--- config.mk ---
export PLATFORM = sky130hd
export DESIGN_NAME = software_timer_pool_unit
export DESIGN_NICKNAME = d
export VERILOG_FILES = /design/src/rtl/core/stp_pkg.sv /design/src/rtl/core/stp_store.sv /design/src/rtl/core/stp_ctrl.sv /design/src/rtl/core/software_timer_pool_unit.sv
export SDC_FILE = /design/constraint.sdc
export NUM_CORES = 1
export LEC_CHECK = 0
export ABC_AREA = 1
export BUFFER_PORTS_ARGS = -buffer_cell sky130_fd_sc_hd__buf_2
export CAP_MARGIN = 30
export CORE_ASPECT_RATIO = 1.4
export CORE_MARGIN = 2
export CORE_UTILIZATION = 41
export CTS_CLUSTER_DIAMETER = 60
export CTS_CLUSTER_SIZE = 25
export DETAILED_ROUTE_END_ITERATION = 8
export GPL_TIMING_DRIVEN = 0
export PLACE_DENSITY = 0.58
export REMOVE_ABC_BUFFERS = 1
export SETUP_SLACK_MARGIN = 0.15
export SLEW_MARGIN = 20
export SYNTH_ARGS = -nofsm -noshare
export SYNTH_HDL_FRONTEND = slang
export SYNTH_HIERARCHICAL = 1
export SYNTH_SLANG_ARGS = --single-unit
export TNS_END_PERCENT = 50
--- constraint.sdc ---
create_clock -name i_clk -period 10.35 [get_ports i_clk]
set_input_delay 1.035 -clock i_clk [delete_from_list [all_inputs] [get_ports i_clk]]
set_output_delay 1.035 -clock i_clk [all_outputs]
set_load 0.005 [all_outputs]
--- src/rtl/core/stp_pkg.sv ---
package stp_pkg;

    localparam int IDX_W   = 6;
    localparam int CNT_W   = 16;
    localparam int ALLOC_W = 7;

    typedef enum logic [2:0] {
        OP_TICK    = 3'd0,
        OP_START   = 3'd1,
        OP_RESTART = 3'd2,
        OP_POLL    = 3'd3,
        OP_STOP    = 3'd4
    } t_op;

    typedef enum logic [1:0] {
        ST_FREE    = 2'd0,
        ST_RUNNING = 2'd1,
        ST_STOPPED = 2'd2
    } t_status;

    typedef struct packed {
        t_status            status;
        logic [CNT_W-1:0]   count;
    } t_entry;

    typedef struct packed {
        logic [2:0]         operation;
        logic [IDX_W-1:0]   timer_index;
        logic [CNT_W-1:0]   ticks_value;
        logic               release_flag;
    } t_in_item;

    typedef struct packed {
        logic [ALLOC_W-1:0] allocated_index;
        logic               stopped_flag;
        logic [CNT_W-1:0]   tick_count;
    } t_out_item;

    // One read, one write and one invalidate per cycle into the timer store.
    typedef struct packed {
        logic               rd_en;
        logic [IDX_W-1:0]   rd_addr;
        logic               wr_en;
        logic [IDX_W-1:0]   wr_addr;
        t_entry             wr_data;
        logic               clr_en;
        logic [IDX_W-1:0]   clr_addr;
    } t_mem_req;

endpackage

--- src/rtl/core/stp_store.sv ---
module stp_store import stp_pkg::*; #(
    parameter int POOL_SIZE = 8
) (
    input  logic     i_clk,
    input  logic     i_rst_n,
    input  t_mem_req i_req,
    output t_entry   o_rdata
);

    localparam int AW = (POOL_SIZE > 1) ? $clog2(POOL_SIZE) : 1;

    t_entry                 r_mem [POOL_SIZE];
    logic [POOL_SIZE-1:0]   r_valid;
    t_entry                 r_rd_data;
    logic                   r_rd_vld;

    always_ff @(posedge i_clk) begin
        if (i_req.wr_en) begin
            r_mem[i_req.wr_addr[AW-1:0]] <= i_req.wr_data;
        end
        if (i_req.rd_en) begin
            r_rd_data <= r_mem[i_req.rd_addr[AW-1:0]];
            r_rd_vld  <= r_valid[i_req.rd_addr[AW-1:0]];
        end
    end

    // An entry that has never been written, or was released, reads as free.
    always_ff @(posedge i_clk) begin
        if (!i_rst_n) begin
            r_valid <= '0;
        end else begin
            if (i_req.wr_en) begin
                r_valid[i_req.wr_addr[AW-1:0]] <= 1'b1;
            end
            if (i_req.clr_en) begin
                r_valid[i_req.clr_addr[AW-1:0]] <= 1'b0;
            end
        end
    end

    always_comb begin
        o_rdata.status = r_rd_vld ? r_rd_data.status : ST_FREE;
        o_rdata.count  = r_rd_data.count;
    end

endmodule

--- src/rtl/core/stp_ctrl.sv ---
module stp_ctrl import stp_pkg::*; #(
    parameter int POOL_SIZE = 8
) (
    input  logic      i_clk,
    input  logic      i_rst_n,
    input  logic      i_in_valid,
    output logic      o_in_stall,
    input  t_in_item  i_in_data,
    output t_mem_req  o_mem_req,
    input  t_entry    i_mem_rdata,
    output logic      o_res_valid,
    input  logic      i_res_ready,
    output t_out_item o_res
);

    localparam int AW = (POOL_SIZE > 1) ? $clog2(POOL_SIZE) : 1;
    localparam int CW = $clog2(POOL_SIZE + 1);
    localparam logic [CW-1:0] LAST_PTR = CW'(POOL_SIZE);

    typedef enum logic [3:0] {
        S_IDLE = 4'b0001,
        S_WALK = 4'b0010,
        S_POLL = 4'b0100,
        S_DONE = 4'b1000
    } t_state;

    t_state               r_state,    n_state;
    logic [2:0]           r_op,       n_op;
    logic [AW-1:0]        r_idx,      n_idx;
    logic [CNT_W-1:0]     r_load,     n_load;
    logic                 r_rel,      n_rel;
    logic [CW-1:0]        r_ptr,      n_ptr;
    logic [AW-1:0]        r_wk_addr,  n_wk_addr;
    logic [CNT_W-1:0]     r_tick_cnt, n_tick_cnt;
    logic [ALLOC_W-1:0]   r_alloc,    n_alloc;
    logic                 r_stopped,  n_stopped;

    logic                 in_range;
    logic                 walk_last;
    logic [CNT_W-1:0]     dec_count;

    assign in_range  = i_in_data.timer_index < IDX_W'(POOL_SIZE);
    assign walk_last = (r_ptr == LAST_PTR);
    assign dec_count = i_mem_rdata.count - 16'd1;

    always_comb begin
        n_state    = r_state;
        n_op       = r_op;
        n_idx      = r_idx;
        n_load     = r_load;
        n_rel      = r_rel;
        n_ptr      = r_ptr;
        n_wk_addr  = r_wk_addr;
        n_tick_cnt = r_tick_cnt;
        n_alloc    = r_alloc;
        n_stopped  = r_stopped;
        o_mem_req  = '0;

        unique case (r_state)
            S_IDLE: begin
                if (i_in_valid) begin
                    n_op      = i_in_data.operation;
                    n_idx     = i_in_data.timer_index[AW-1:0];
                    n_load    = i_in_data.ticks_value;
                    n_rel     = i_in_data.release_flag;
                    n_alloc   = '0;
                    n_stopped = 1'b0;
                    n_state   = S_DONE;
                    unique case (i_in_data.operation) inside
                        OP_TICK, OP_START: begin
                            // Entry 0 is read now; the walk handles one entry per cycle.
                            if (i_in_data.operation == OP_TICK) begin
                                n_tick_cnt = r_tick_cnt + 16'd1;
                            end
                            o_mem_req.rd_en   = 1'b1;
                            o_mem_req.rd_addr = '0;
                            n_wk_addr         = '0;
                            n_ptr             = CW'(1);
                            n_state           = S_WALK;
                        end
                        OP_RESTART: begin
                            if (in_range) begin
                                o_mem_req.wr_en          = 1'b1;
                                o_mem_req.wr_addr        = i_in_data.timer_index;
                                o_mem_req.wr_data.status = ST_RUNNING;
                                o_mem_req.wr_data.count  = i_in_data.ticks_value;
                            end
                        end
                        OP_POLL: begin
                            if (in_range) begin
                                o_mem_req.rd_en   = 1'b1;
                                o_mem_req.rd_addr = i_in_data.timer_index;
                                n_state           = S_POLL;
                            end else begin
                                n_stopped = 1'b1;
                            end
                        end
                        OP_STOP: begin
                            if (in_range) begin
                                o_mem_req.clr_en   = 1'b1;
                                o_mem_req.clr_addr = i_in_data.timer_index;
                            end
                        end
                        default: begin
                        end
                    endcase
                end
            end
            S_WALK: begin
                // Read data belongs to r_wk_addr; the write goes back there while the
                // next entry is read, so the two never touch the same entry.
                if (r_op == OP_TICK) begin
                    if (i_mem_rdata.status == ST_RUNNING) begin
                        o_mem_req.wr_en          = 1'b1;
                        o_mem_req.wr_addr        = IDX_W'(r_wk_addr);
                        o_mem_req.wr_data.status = (dec_count == '0) ? ST_STOPPED : ST_RUNNING;
                        o_mem_req.wr_data.count  = dec_count;
                    end
                    if (walk_last) begin
                        n_state = S_DONE;
                    end else begin
                        o_mem_req.rd_en   = 1'b1;
                        o_mem_req.rd_addr = IDX_W'(r_ptr[AW-1:0]);
                        n_wk_addr         = r_ptr[AW-1:0];
                        n_ptr             = r_ptr + 1'b1;
                    end
                end else begin
                    if (i_mem_rdata.status == ST_FREE) begin
                        o_mem_req.wr_en          = 1'b1;
                        o_mem_req.wr_addr        = IDX_W'(r_wk_addr);
                        o_mem_req.wr_data.status = ST_RUNNING;
                        o_mem_req.wr_data.count  = r_load;
                        n_alloc                  = ALLOC_W'(r_wk_addr);
                        n_state                  = S_DONE;
                    end else if (walk_last) begin
                        n_alloc = ALLOC_W'(POOL_SIZE);
                        n_state = S_DONE;
                    end else begin
                        o_mem_req.rd_en   = 1'b1;
                        o_mem_req.rd_addr = IDX_W'(r_ptr[AW-1:0]);
                        n_wk_addr         = r_ptr[AW-1:0];
                        n_ptr             = r_ptr + 1'b1;
                    end
                end
            end
            S_POLL: begin
                if (i_mem_rdata.status == ST_STOPPED) begin
                    n_stopped = 1'b1;
                    if (r_rel) begin
                        o_mem_req.clr_en   = 1'b1;
                        o_mem_req.clr_addr = IDX_W'(r_idx);
                    end
                end
                n_state = S_DONE;
            end
            S_DONE: begin
                if (i_res_ready) begin
                    n_state = S_IDLE;
                end
            end
            default: begin
                n_state = S_IDLE;
            end
        endcase
    end

    always_ff @(posedge i_clk) begin
        if (!i_rst_n) begin
            r_state    <= S_IDLE;
            r_tick_cnt <= '0;
        end else begin
            r_state    <= n_state;
            r_tick_cnt <= n_tick_cnt;
        end
    end

    always_ff @(posedge i_clk) begin
        r_op      <= n_op;
        r_idx     <= n_idx;
        r_load    <= n_load;
        r_rel     <= n_rel;
        r_ptr     <= n_ptr;
        r_wk_addr <= n_wk_addr;
        r_alloc   <= n_alloc;
        r_stopped <= n_stopped;
    end

    assign o_in_stall              = (r_state != S_IDLE);
    assign o_res_valid             = (r_state == S_DONE);
    assign o_res.allocated_index   = r_alloc;
    assign o_res.stopped_flag      = r_stopped;
    assign o_res.tick_count        = r_tick_cnt;

    a_no_rw_clash: assert property (@(posedge i_clk) disable iff (!i_rst_n)
        (o_mem_req.rd_en && o_mem_req.wr_en) |-> (o_mem_req.rd_addr != o_mem_req.wr_addr))
        else $error("store read and write hit the same entry in one cycle");

    a_walk_ptr: assert property (@(posedge i_clk) disable iff (!i_rst_n)
        (r_state == S_WALK) |-> ((r_ptr != '0) && (r_ptr <= LAST_PTR)))
        else $error("walk pointer left the pool");

    a_tick_hold: assert property (@(posedge i_clk) disable iff (!i_rst_n)
        !(r_state == S_IDLE && i_in_valid && i_in_data.operation == OP_TICK)
        |=> $stable(r_tick_cnt))
        else $error("tick counter moved without a tick beat");

endmodule

--- src/rtl/core/software_timer_pool_unit.sv ---
// Channel  | Direction | Handshake                  | Payload
// in       | input     | i_in_valid / o_in_stall    | i_in_data  (t_in_item)
// out      | output    | o_out_valid / i_out_stall  | o_out_data (t_out_item)
//
// One beat is in work at a time. Tick walks every entry, start walks up to the first free
// entry, poll reads one entry unless the index is out of range, and restart, stop and
// unknown codes go straight to the reply.
// The walk over the timer store goes one entry per cycle through its single read port.
// Reset frees every timer at once and clears the tick counter; no clearing pass.
// A stalled output beat is held in the output register while the next beat is worked on.
module software_timer_pool_unit import stp_pkg::*; #(
    parameter int POOL_SIZE = 8
) (
    input  logic      i_clk,
    input  logic      i_rst_n,
    input  logic      i_in_valid,
    output logic      o_in_stall,
    input  t_in_item  i_in_data,
    output logic      o_out_valid,
    input  logic      i_out_stall,
    output t_out_item o_out_data
);

    t_mem_req  mem_req;
    t_entry    mem_rdata;
    logic      res_valid;
    logic      res_ready;
    t_out_item res;

    logic      r_out_vld;
    t_out_item r_out_data;

    stp_store #(
        .POOL_SIZE(POOL_SIZE)
    ) u_store (
        .i_clk   (i_clk),
        .i_rst_n (i_rst_n),
        .i_req   (mem_req),
        .o_rdata (mem_rdata)
    );

    stp_ctrl #(
        .POOL_SIZE(POOL_SIZE)
    ) u_ctrl (
        .i_clk       (i_clk),
        .i_rst_n     (i_rst_n),
        .i_in_valid  (i_in_valid),
        .o_in_stall  (o_in_stall),
        .i_in_data   (i_in_data),
        .o_mem_req   (mem_req),
        .i_mem_rdata (mem_rdata),
        .o_res_valid (res_valid),
        .i_res_ready (res_ready),
        .o_res       (res)
    );

    assign res_ready = !r_out_vld || !i_out_stall;

    always_ff @(posedge i_clk) begin
        if (!i_rst_n) begin
            r_out_vld <= 1'b0;
        end else if (res_valid && res_ready) begin
            r_out_vld <= 1'b1;
        end else if (!i_out_stall) begin
            r_out_vld <= 1'b0;
        end
    end

    always_ff @(posedge i_clk) begin
        if (res_valid && res_ready) begin
            r_out_data <= res;
        end
    end

    assign o_out_valid = r_out_vld;
    assign o_out_data  = r_out_data;

endmodule

==> impl_metrics.env, run 1 <==
export IMPL_yosysWarningCount=6
export IMPL_cellInternalPower_mw=1.49
export IMPL_clock_power_share_pct=34.5
export IMPL_final_layout_size_suffix_gt1_share_pct=11.2
export IMPL_timing_final_ws_setup_ns=6.72
export IMPL_cts_made_buffers=15
export IMPL_timing_worst_slew_pin_value_ns=0.980
export IMPL_later_pin_clock_latency_in_the_skew_report_ns=0.50
export IMPL_achievable_frequency_mhz=276
export IMPL_final_period_utilization_pct=35.0
export IMPL_cts_max_level=1
export IMPL_setup_violations_final=0
export IMPL_grt_setup_unrepaired="false"
export IMPL_numPortBuffers=55
export IMPL_hold_class="reg -> reg"
export IMPL_power_combinational_fraction_pct=5.8
export IMPL_timing_setup_tns_ns=0
export IMPL_maximum_root_to_sink_buffer_count=3
export IMPL_critical_path_arrival_ns=3.75
export IMPL_nFillCells=2647
export IMPL_clock_root_cell="sky130_fd_sc_hd__clkbuf_16"
export IMPL_instances_no_fill=1654
export IMPL_timing_setup_critical_path_class="reg -> reg"
export IMPL_detailedRoute_firstPassIterationCount=5
export IMPL_power_frac_seq_pct=59.7
export IMPL_finalHoldViolCount=0
export IMPL_grt_pass1_vias=7736
export IMPL_power_leakage_nw=5.40
export IMPL_grt_overflow_total=0
export IMPL_ios=56
export IMPL_maximum_number_of_pins_on_one_net_before_global_route_repair=77
export IMPL_drc=0
export IMPL_relSlewSlack_pct=34.5
export IMPL_antennaDiodeCount=0
export IMPL_fp_dieH_um=204
export IMPL_synth_cells=1237
export IMPL_placeableCoreArea_um2=28200
export IMPL_power_switching_share_pct=22.1
export IMPL_critical_path_startpoint_type="flop"
export IMPL_synth_cell_area_um2=11700
export IMPL_detail_route_wl_per_cell_um=16.0
export IMPL_run_status="completed"
export IMPL_place_worst_setup_slack_ns=6.29
export IMPL_net_switching_power_uw=422
export IMPL_timing_critical_path_fanout_max=19
export IMPL_cts_sinks=251
export IMPL_nets=1307
export IMPL_clkTransAtPathRegs_ns=0.09
export IMPL_post_drt_via_cell_ratio=4.87
export IMPL_postRouteAntennaNets=0
export IMPL_die_w_um=147
export IMPL_combined_global_route_utilization_of_all_metal_layers_pct=17.9
export IMPL_post_synth_cell_area_avg_um2=9.47
export IMPL_grt_first_pass_wirelength_mm=41.6
export IMPL_vdd_ir_drop_worst_v=0.000115
export IMPL_hold_slack_ns=0.437
export IMPL_synthToLayoutAreaGrowth_pct=11.9
export IMPL_layout_core_utilization_pct=46.5
export IMPL_critical_path_endpoint_type="flop"
export IMPL_power_density_nw_per_um2=145
export IMPL_dr_total_vias=8055
export IMPL_gpl_final_weighted_congestion=0.874
export IMPL_hold_buffers=0
export IMPL_placementRows=73
export IMPL_first_iter_violations=655
export IMPL_timing_critical_path_required_ns=10.47
export IMPL_dp_hpwl_mm=17.5
export IMPL_antenna_violations_before_repair=0
export IMPL_post_place_cells=1629
export IMPL_skew_ns=0.0159
export IMPL_floorplan_die_area_um2=30000
export IMPL_finalWorstPathRequiredPeriod_ns=3.63
export IMPL_tritoncts="built"
export IMPL_max_cap_violations=0
export IMPL_slew_viol_final=0
export IMPL_floorplan_initialDensity_pct=41.5
export IMPL_post_cts_resized=0
export IMPL_total_wirelength_of_the_detailed_routed_design_mm=26.5
export IMPL_cts_setup_buffers=0
layout by cell type (no fill, tap or decap), types with 2 or more instances in the layout:
cell and count:
sky130_fd_sc_hd__nor4_1 4, sky130_fd_sc_hd__nor2_4 11, sky130_fd_sc_hd__inv_1 224, sky130_fd_sc_hd__o22ai_4 2, sky130_fd_sc_hd__o211ai_1 13, sky130_fd_sc_hd__xnor2_1 3, sky130_fd_sc_hd__nor3_1 9, sky130_fd_sc_hd__nor3_4 3
sky130_fd_sc_hd__nand2_2 4, sky130_fd_sc_hd__nand2_1 347, sky130_fd_sc_hd__nand3_1 117, sky130_fd_sc_hd__buf_8 2, sky130_fd_sc_hd__nor2_2 4, sky130_fd_sc_hd__a21oi_1 20, sky130_fd_sc_hd__o21a_1 2, sky130_fd_sc_hd__o22ai_1 6
sky130_fd_sc_hd__inv_6 3, sky130_fd_sc_hd__edfxtp_1 222, sky130_fd_sc_hd__clkinv_4 3, sky130_fd_sc_hd__o21ai_1 10, sky130_fd_sc_hd__conb_1 3, sky130_fd_sc_hd__o21ai_0 17, sky130_fd_sc_hd__xor2_1 3, sky130_fd_sc_hd__clkinv_1 2
sky130_fd_sc_hd__nor2_1 77, sky130_fd_sc_hd__bufinv_16 2, sky130_fd_sc_hd__dfxtp_1 29, sky130_fd_sc_hd__buf_2 55, sky130_fd_sc_hd__clkbuf_16 15, sky130_fd_sc_hd__nand4_1 7, sky130_fd_sc_hd__inv_2 13, sky130_fd_sc_hd__buf_16 13
sky130_fd_sc_hd__ha_1 6, sky130_fd_sc_hd__nand3_4 2
state kept, by name, summed over array words and instances, names as in the netlist:
signal,cells
o_out_data,24
o_out_valid,1
u_ctrl/r_alloc,4
u_ctrl/r_idx,3
u_ctrl/r_load,16
u_ctrl/r_op,3
u_ctrl/r_ptr,4
u_ctrl/r_rel,1
u_ctrl/r_state,4
u_ctrl/r_stopped,1
u_ctrl/r_tick_cnt,16
u_ctrl/r_wk_addr,3
u_store/o_rdata,16
u_store/r_mem,144
u_store/r_rd_data,2
u_store/r_rd_vld,1
u_store/r_valid,8
layer usage:
layer  track usage, %  vias up  share of wire [%]
met3             2.17       32                4.5
li1                 -     4026                  -
met5                0        -                  0
met1             22.8     3820                 42
met2             32.2      177                 51
met4             4.54        0                1.7
critical path: stages (launching register included):
cell,delay [ns]
sky130_fd_sc_hd__edfxtp_1,0.39
sky130_fd_sc_hd__nand2_1,0.10
sky130_fd_sc_hd__inv_1,0.07
sky130_fd_sc_hd__nor2_1,0.21
sky130_fd_sc_hd__inv_1,0.11
sky130_fd_sc_hd__nor2_1,0.48
sky130_fd_sc_hd__nand2_1,0.21
sky130_fd_sc_hd__inv_2,0.36
sky130_fd_sc_hd__nor2_1,0.16
sky130_fd_sc_hd__o21ai_1,0.25
sky130_fd_sc_hd__inv_1,0.06
sky130_fd_sc_hd__nor2_1,0.09
sky130_fd_sc_hd__inv_1,0.11
sky130_fd_sc_hd__nor2_4,0.64
area by class of cell:
class,instances,area [um2],share of cell area [%]
sequential,251,7250,55.3
multi-input combinational,691,3310,25.3
inverter,242,917,7.00
timing repair buffer,70,663,5.06
tap,375,469,3.58
clock buffer,16,379,2.89
clock inverter,9,123,0.935
through the flow:
stage                     total power, mW  area [um2]
after floorplan                      1.22       11400
after global placement               1.27       12100
after detailed placement             1.27       12600
after CTS                            1.93       13100
after global routing                 1.98       13100
final                                1.91       13100
power by group through the flow:
| stage | sequential [mW] | clock [mW] | combinational, mW |
|---|---|---|---|
| 3_3_place_gp | 1.16 | 0 | 0.105 |
| 6_report | 1.14 | 0.657 | 0.112 |
| 3_5_place_dp | 1.16 | 0 | 0.112 |
| 4_1_cts | 1.14 | 0.677 | 0.113 |
| 5_1_grt | 1.14 | 0.711 | 0.125 |
| 2_1_floorplan | 1.16 | 0 | 0.0656 |
path summary, 6_finish.rpt:
path                         startpoint  slack [ns]  depth (start not counted)                   to
hold / removal    u_ctrl/r_tick_cnt[14]        0.44                          0       o_out_data[14]
setup / recovery       u_store/r_rd_vld        6.72                         13  u_store/r_mem[4][0]
hold reg to reg   u_ctrl/r_tick_cnt[14]        0.44                          0       o_out_data[14]
setup reg to reg       u_store/r_rd_vld        6.72                         13  u_store/r_mem[4][0]
Note: power is estimated with default switching activity, not from simulation.
==> run 2, diff against run 1 <==
PLACE_DENSITY = 0.6   (was 0.58)
clock period = 3.3 ns   (was 10.35 ns; I/O delays follow)
==> run 2 against run 1 <==
Critical path depth grew 1; power grew to 3.2 times the previous value; design area up 1.0%; fmax is 23% higher; non-clock buffer count up 8; die area unchanged; register-to-register slack got worse by 6.4 ns; largest power group unchanged; sequential power rose to 3.1 times the previous value; combinational power grew to 3.1 times the previous value; hold slack worse by 0.42 ns; highest routed layer unchanged.
==> impl_metrics.env, run 2 (synthesis results as in run 1) <==
export IMPL_net_switching_power_mw=1.30
export IMPL_fp_dieH_um=204
export IMPL_timing_critical_path_required_ns=3.49
export IMPL_timing_critical_path_fanout_max=15
export IMPL_cp_cell_sequence="inv_2 -> nand2_1 -> nor3_4 -> inv_2 -> nor2_2 -> nand2_2 -> inv_2 -> nor2_1 -> o21ai_1 -> inv_1 -> nor2_1 -> inv_1 -> nor2_4 -> buf_16"
export IMPL_most_common_cell_after_layout_fill_and_taps_aside="sky130_fd_sc_hd__nand2_1"
export IMPL_cts_made_buffers=15
export IMPL_critical_path_startpoint_type="flop"
export IMPL_crit_slowest_cell="sky130_fd_sc_hd__dfxtp_1"
export IMPL_timing_setup_tns_ns=0
export IMPL_final_layout_size_suffix_gt1_share_pct=11.9
export IMPL_max_cap_violations=0
export IMPL_clkTransAtPathRegs_ns=0.09
export IMPL_grt_setup_unrepaired="false"
export IMPL_cts_sinks=251
export IMPL_hold_class="in -> reg"
export IMPL_report_power_total_mw=6.03
export IMPL_finalHoldViolCount=0
export IMPL_power_frac_seq_pct=59.3
export IMPL_post_drt_via_cell_ratio=4.85
export IMPL_maximum_root_to_sink_buffer_count=3
export IMPL_finalWorstPathRequiredPeriod_ns=2.95
export IMPL_nets=1315
export IMPL_ios=56
export IMPL_layout_core_utilization_pct=46.9
export IMPL_post_place_cells=1629
export IMPL_numPortBuffers=55
export IMPL_critical_path_arrival_ns=3.14
export IMPL_placeableCoreArea_um2=28200
export IMPL_postLayoutCellArea_um2=13200
export IMPL_clock_root_cell="sky130_fd_sc_hd__clkbuf_16"
export IMPL_floorplan_die_area_um2=30000
export IMPL_hold_buffers=0
export IMPL_antenna_violations_before_repair=0
export IMPL_timing_worst_slew_pin_value_ns=0.943
export IMPL_achievable_frequency_mhz=339
export IMPL_power_density_nw_per_um2=455
export IMPL_floorplan_initialDensity_pct=41.5
export IMPL_timing_setup_critical_path_class="reg -> reg"
export IMPL_run_status="completed"
export IMPL_tritoncts="built"
export IMPL_combined_global_route_utilization_of_all_metal_layers_pct=17.3
export IMPL_later_pin_clock_latency_in_the_skew_report_ns=0.49
export IMPL_antennaDiodeCount=0
export IMPL_gpl_final_weighted_congestion=0.865
export IMPL_instances_no_fill=1661
export IMPL_dpl_cell_area_um2=12600
export IMPL_postRouteAntennaNets=0
export IMPL_clock_power_share_pct=35.0
export IMPL_critical_path_endpoint_type="flop"
export IMPL_total_wirelength_of_the_detailed_routed_design_mm=25.8
export IMPL_slew_viol_final=0
export IMPL_nFillCells=2596
export IMPL_dp_hpwl_mm=17.2
export IMPL_final_cell_mix="sky130_fd_sc_hd__nand2_1 (347), sky130_fd_sc_hd__inv_1 (224), sky130_fd_sc_hd__edfxtp_1 (222)"
export IMPL_die_w_um=147
export IMPL_dr_total_vias=8048
export IMPL_vdd_ir_drop_worst_v=0.000405
export IMPL_final_period_utilization_pct=89.3
export IMPL_relSlewSlack_pct=36.9
export IMPL_maximum_number_of_pins_on_one_net_before_global_route_repair=77
export IMPL_cellInternalPower_mw=4.72
export IMPL_detailedRoute_firstPassIterationCount=5
export IMPL_grt_overflow_total=0
export IMPL_power_combinational_fraction_pct=5.8
export IMPL_setup_violations_final=0
export IMPL_grt_pass1_vias=7761
export IMPL_cts_max_level=1
export IMPL_drc=0
export IMPL_grt_first_pass_wirelength_mm=40.6
export IMPL_power_switching_share_pct=21.6
export IMPL_skew_ns=0.0159
export IMPL_first_iter_violations=586
export IMPL_placementRows=73
export IMPL_timing_critical_path_mode_cell="sky130_fd_sc_hd__inv_2"
export IMPL_detail_route_wl_per_cell_um=15.5
export IMPL_largest_register_ff_count=144
export IMPL_max_stage_delay_ns=0.34
export IMPL_synthToLayoutAreaGrowth_pct=13.1
export IMPL_power_leakage_nw=5.47
[run 2: timing repair]
item / 4_1_cts / 5_1_grt
pin swaps: 6 / 1
setup buffers: 7 / 1
endpoints found under the setup margin: 166 / 125
gates resized for setup: 2 / 4
endpoints found under the hold margin: 0 / 0
[run 2: worst max-delay path: cells and delay by family (launching register included)]
family | cells | cell delay [ns]
and+or+nand+nor | 7 | 1.18
buffers and inverters | 6 | 0.87
DFF | 1 | 0.34
AOI/OAI and AO/OA | 1 | 0.26
[run 2: layout make-up]
cell class | count | area, um2 | area share, %
multi-input cells | 691 | 3320 | 25.1
clock buffers | 18 | 418 | 3.15
flip-flops and latches | 251 | 7250 | 54.7
well taps | 375 | 469 | 3.54
repair buffers | 78 | 761 | 5.74
clock inverters | 6 | 101 | 0.765
inverters | 242 | 926 | 6.99
[run 2: path summary, 6_finish.rpt]
| check | from | cells past startpoint | endpoint | slack [ns] |
|---|---|---|---|---|
| setup reg to reg | u_ctrl/r_state[2] | 14 | u_store/r_mem[5][16] | 0.35 |
| hold / removal | i_in_data[0] | 1 | u_ctrl/r_rel | 0.02 |
| hold reg to reg | u_ctrl/r_alloc[2] | 0 | o_out_data[19] | 0.43 |
| setup / recovery | u_ctrl/r_state[2] | 14 | u_store/r_mem[5][16] | 0.35 |
[run 2: layer usage]
layer / vias up / track usage (%) / routed length (um) / share of wire, %
met2: 186 / 31.9 / 13400 / 52
li1: 4025 / - / - / -
met3: 44 / 2.08 / 1150 / 4.4
met1: 3793 / 21.2 / 10700 / 41
met5: - / 0 / 0 / 0
met4: 0 / 5.44 / 615 / 2.4
[run 2: stage by stage]
step           setup slack [ns]  hold slack [ns]
5_1_grt                   0.175           0.0100
6_report                  0.353           0.0213
4_1_cts                  0.0181          0.00684
3_3_place_gp              -6.70            0.405
3_5_place_dp             -0.246            0.405
2_1_floorplan             -2.55            0.400
[run 2: power groups by stage]
stage          combinational, mW  clock, mW  sequential [mW]
2_1_floorplan              0.206          0             3.63
5_1_grt                    0.387       2.27             3.58
3_5_place_dp               0.349          0             3.64
3_3_place_gp               0.325          0             3.64
4_1_cts                    0.351       2.16             3.57
6_report                   0.348       2.11             3.57
==> run 3, diff against run 2 <==
PLACE_DENSITY = 0.61   (was 0.6)
==> run 3 against run 2 <==
Setup slack improved by 0.059 ns; via count rose by 1.6%; design area rose by 0.30%; largest power group unchanged.
==> impl_metrics.env, run 3 (synthesis results as in run 1) <==
export IMPL_critical_path_reg2reg_startpoint="u_ctrl/r_state[0]"
export IMPL_timing_setup_critical_path_class="reg -> reg"
export IMPL_grt_setup_unrepaired="false"
export IMPL_dr_total_vias=8174
export IMPL_critical_path_startpoint_type="flop"
export IMPL_ios=56
export IMPL_worstSetupStartpoint="u_ctrl/r_state[0]"
export IMPL_post_place_cells=1629
export IMPL_final_cell_mix="sky130_fd_sc_hd__nand2_1 (347), sky130_fd_sc_hd__inv_1 (224), sky130_fd_sc_hd__edfxtp_1 (222)"
export IMPL_achievable_frequency_mhz=346
export IMPL_timing_worst_slew_pin_value_ns=0.922
export IMPL_critical_path_arrival_ns=3.25
export IMPL_placementRows=73
export IMPL_max_cap_violations=0
export IMPL_timing_setup_tns_ns=0
export IMPL_gpl_final_weighted_congestion=0.896
export IMPL_run_status="completed"
export IMPL_power_leakage_nw=5.48
export IMPL_finalHoldViolCount=0
export IMPL_hold_class="in -> reg"
export IMPL_finalWorstPathRequiredPeriod_ns=2.89
export IMPL_total_wirelength_of_the_detailed_routed_design_mm=26.3
export IMPL_vdd_ir_drop_worst_v=0.000383
export IMPL_grt_pass1_vias=7857
export IMPL_timing_final_ws_setup_ns=0.413
export IMPL_antennaDiodeCount=0
export IMPL_holdCritStartpoint="i_in_data[4]"
export IMPL_hold_slack_ns=0.0232
export IMPL_relSlewSlack_pct=38.3
export IMPL_grt_first_pass_wirelength_mm=41.5
export IMPL_power_density_nw_per_um2=448
export IMPL_maximum_number_of_pins_on_one_net_before_global_route_repair=77
export IMPL_postRouteAntennaNets=0
export IMPL_tritoncts="built"
export IMPL_timing_critical_path_required_ns=3.66
export IMPL_detailedRoute_firstPassIterationCount=5
export IMPL_placeableCoreArea_um2=28200
export IMPL_skew_ns=0.0271
export IMPL_fp_dieH_um=204
export IMPL_timing_critical_path_fanout_max=76
export IMPL_nets=1321
export IMPL_post_drt_via_cell_ratio=4.90
export IMPL_cts_max_level=1
export IMPL_drc=0
export IMPL_die_w_um=147
export IMPL_largest_register_ff_count=144
export IMPL_combined_global_route_utilization_of_all_metal_layers_pct=17.6
export IMPL_cts_made_buffers=15
export IMPL_maximum_root_to_sink_buffer_count=3
export IMPL_cts_sinks=251
export IMPL_dp_hpwl_mm=17.5
export IMPL_clock_root_cell="sky130_fd_sc_hd__clkbuf_16"
export IMPL_antenna_violations_before_repair=0
export IMPL_grt_overflow_total=0
export IMPL_numPortBuffers=55
export IMPL_instances_no_fill=1668
export IMPL_clkTransAtPathRegs_ns=0.10
export IMPL_final_layout_size_suffix_gt1_share_pct=12.3
export IMPL_floorplan_die_area_um2=30000
export IMPL_slew_viol_final=0
export IMPL_later_pin_clock_latency_in_the_skew_report_ns=0.50
export IMPL_detail_route_wl_per_cell_um=15.7
export IMPL_most_common_cell_after_layout_fill_and_taps_aside="sky130_fd_sc_hd__nand2_1"
export IMPL_setup_violations_final=0
export IMPL_final_period_utilization_pct=87.5
export IMPL_floorplan_initialDensity_pct=41.5
export IMPL_critical_path_endpoint_type="flop"
export IMPL_synthToLayoutAreaGrowth_pct=13.4
export IMPL_place_worst_setup_slack_ns=-0.268
export IMPL_first_iter_violations=556
## run 3: critical path, stage by stage, from the launching register on
cell and delay (ns):
sky130_fd_sc_hd__dfxtp_1 0.44, sky130_fd_sc_hd__nand4_4 0.19, sky130_fd_sc_hd__clkinv_4 0.12, sky130_fd_sc_hd__nand2_4 0.06, sky130_fd_sc_hd__or2_1 0.34, sky130_fd_sc_hd__o22ai_4 0.59, sky130_fd_sc_hd__inv_4 0.49, sky130_fd_sc_hd__nand2_1 0.17
sky130_fd_sc_hd__nand3_1 0.08, sky130_fd_sc_hd__nand2_1 0.06, sky130_fd_sc_hd__nand2_1 0.04, sky130_fd_sc_hd__nand2_1 0.12
## run 3: power breakdown
part	leakage [nW]	switching, mW	internal, mW
logic	2.85	0.251	0.102
clock network	0.235	1.05	0.973
registers	2.40	0.0388	3.53
## run 3: worst paths after layout
| check | to | depth (start not counted) | slack [ns] |
|---|---|---|---|
| max | u_store/o_rdata[14] | 11 | 0.41 |
| min | u_ctrl/r_load[3] | 1 | 0.02 |
| max reg2reg | u_store/o_rdata[14] | 11 | 0.41 |
| min reg2reg | o_out_data[14] | 0 | 0.44 |
## run 3: per-layer routing
layer | wire length (um) | track usage [%]
met3 | 1320 | 1.90
met4 | 713 | 5.58
met1 | 10700 | 21.5
met2 | 13500 | 32.5
met5 | 0 | 0
## run 3: layout make-up
cell class	count	area [um2]
Clock inverter	7	92.6
Tap cell	375	469
Inverter	242	923
Sequential cell	251	7250
Timing Repair Buffer	84	830
Multi-Input combinational cell	691	3330
Fill cell	2596	14900
Clock buffer	18	397
## run 3: metrics by stage
step / power [mW] / cell area (um2) / util (%)
finish: 5.95 / 13300 / 47.1
global route: 6.16 / 13300 / 47.1
CTS: 6.00 / 13200 / 46.9
detailed placement: 3.99 / 12600 / 44.6
global placement: 3.97 / 12100 / 42.9
floorplan: 3.84 / 11400 / -
## run 3: what timing repair did
| item | 4_1_cts | 5_1_grt |
|---|---|---|
| resized for setup | 3 | 4 |
| hold buffers | 1 | 0 |
| pin swaps | 7 | 2 |
| setup buffers | 10 | 2 |
| endpoints found under the hold margin | 1 | 0 |
| endpoints found under the setup margin | 171 | 147 |
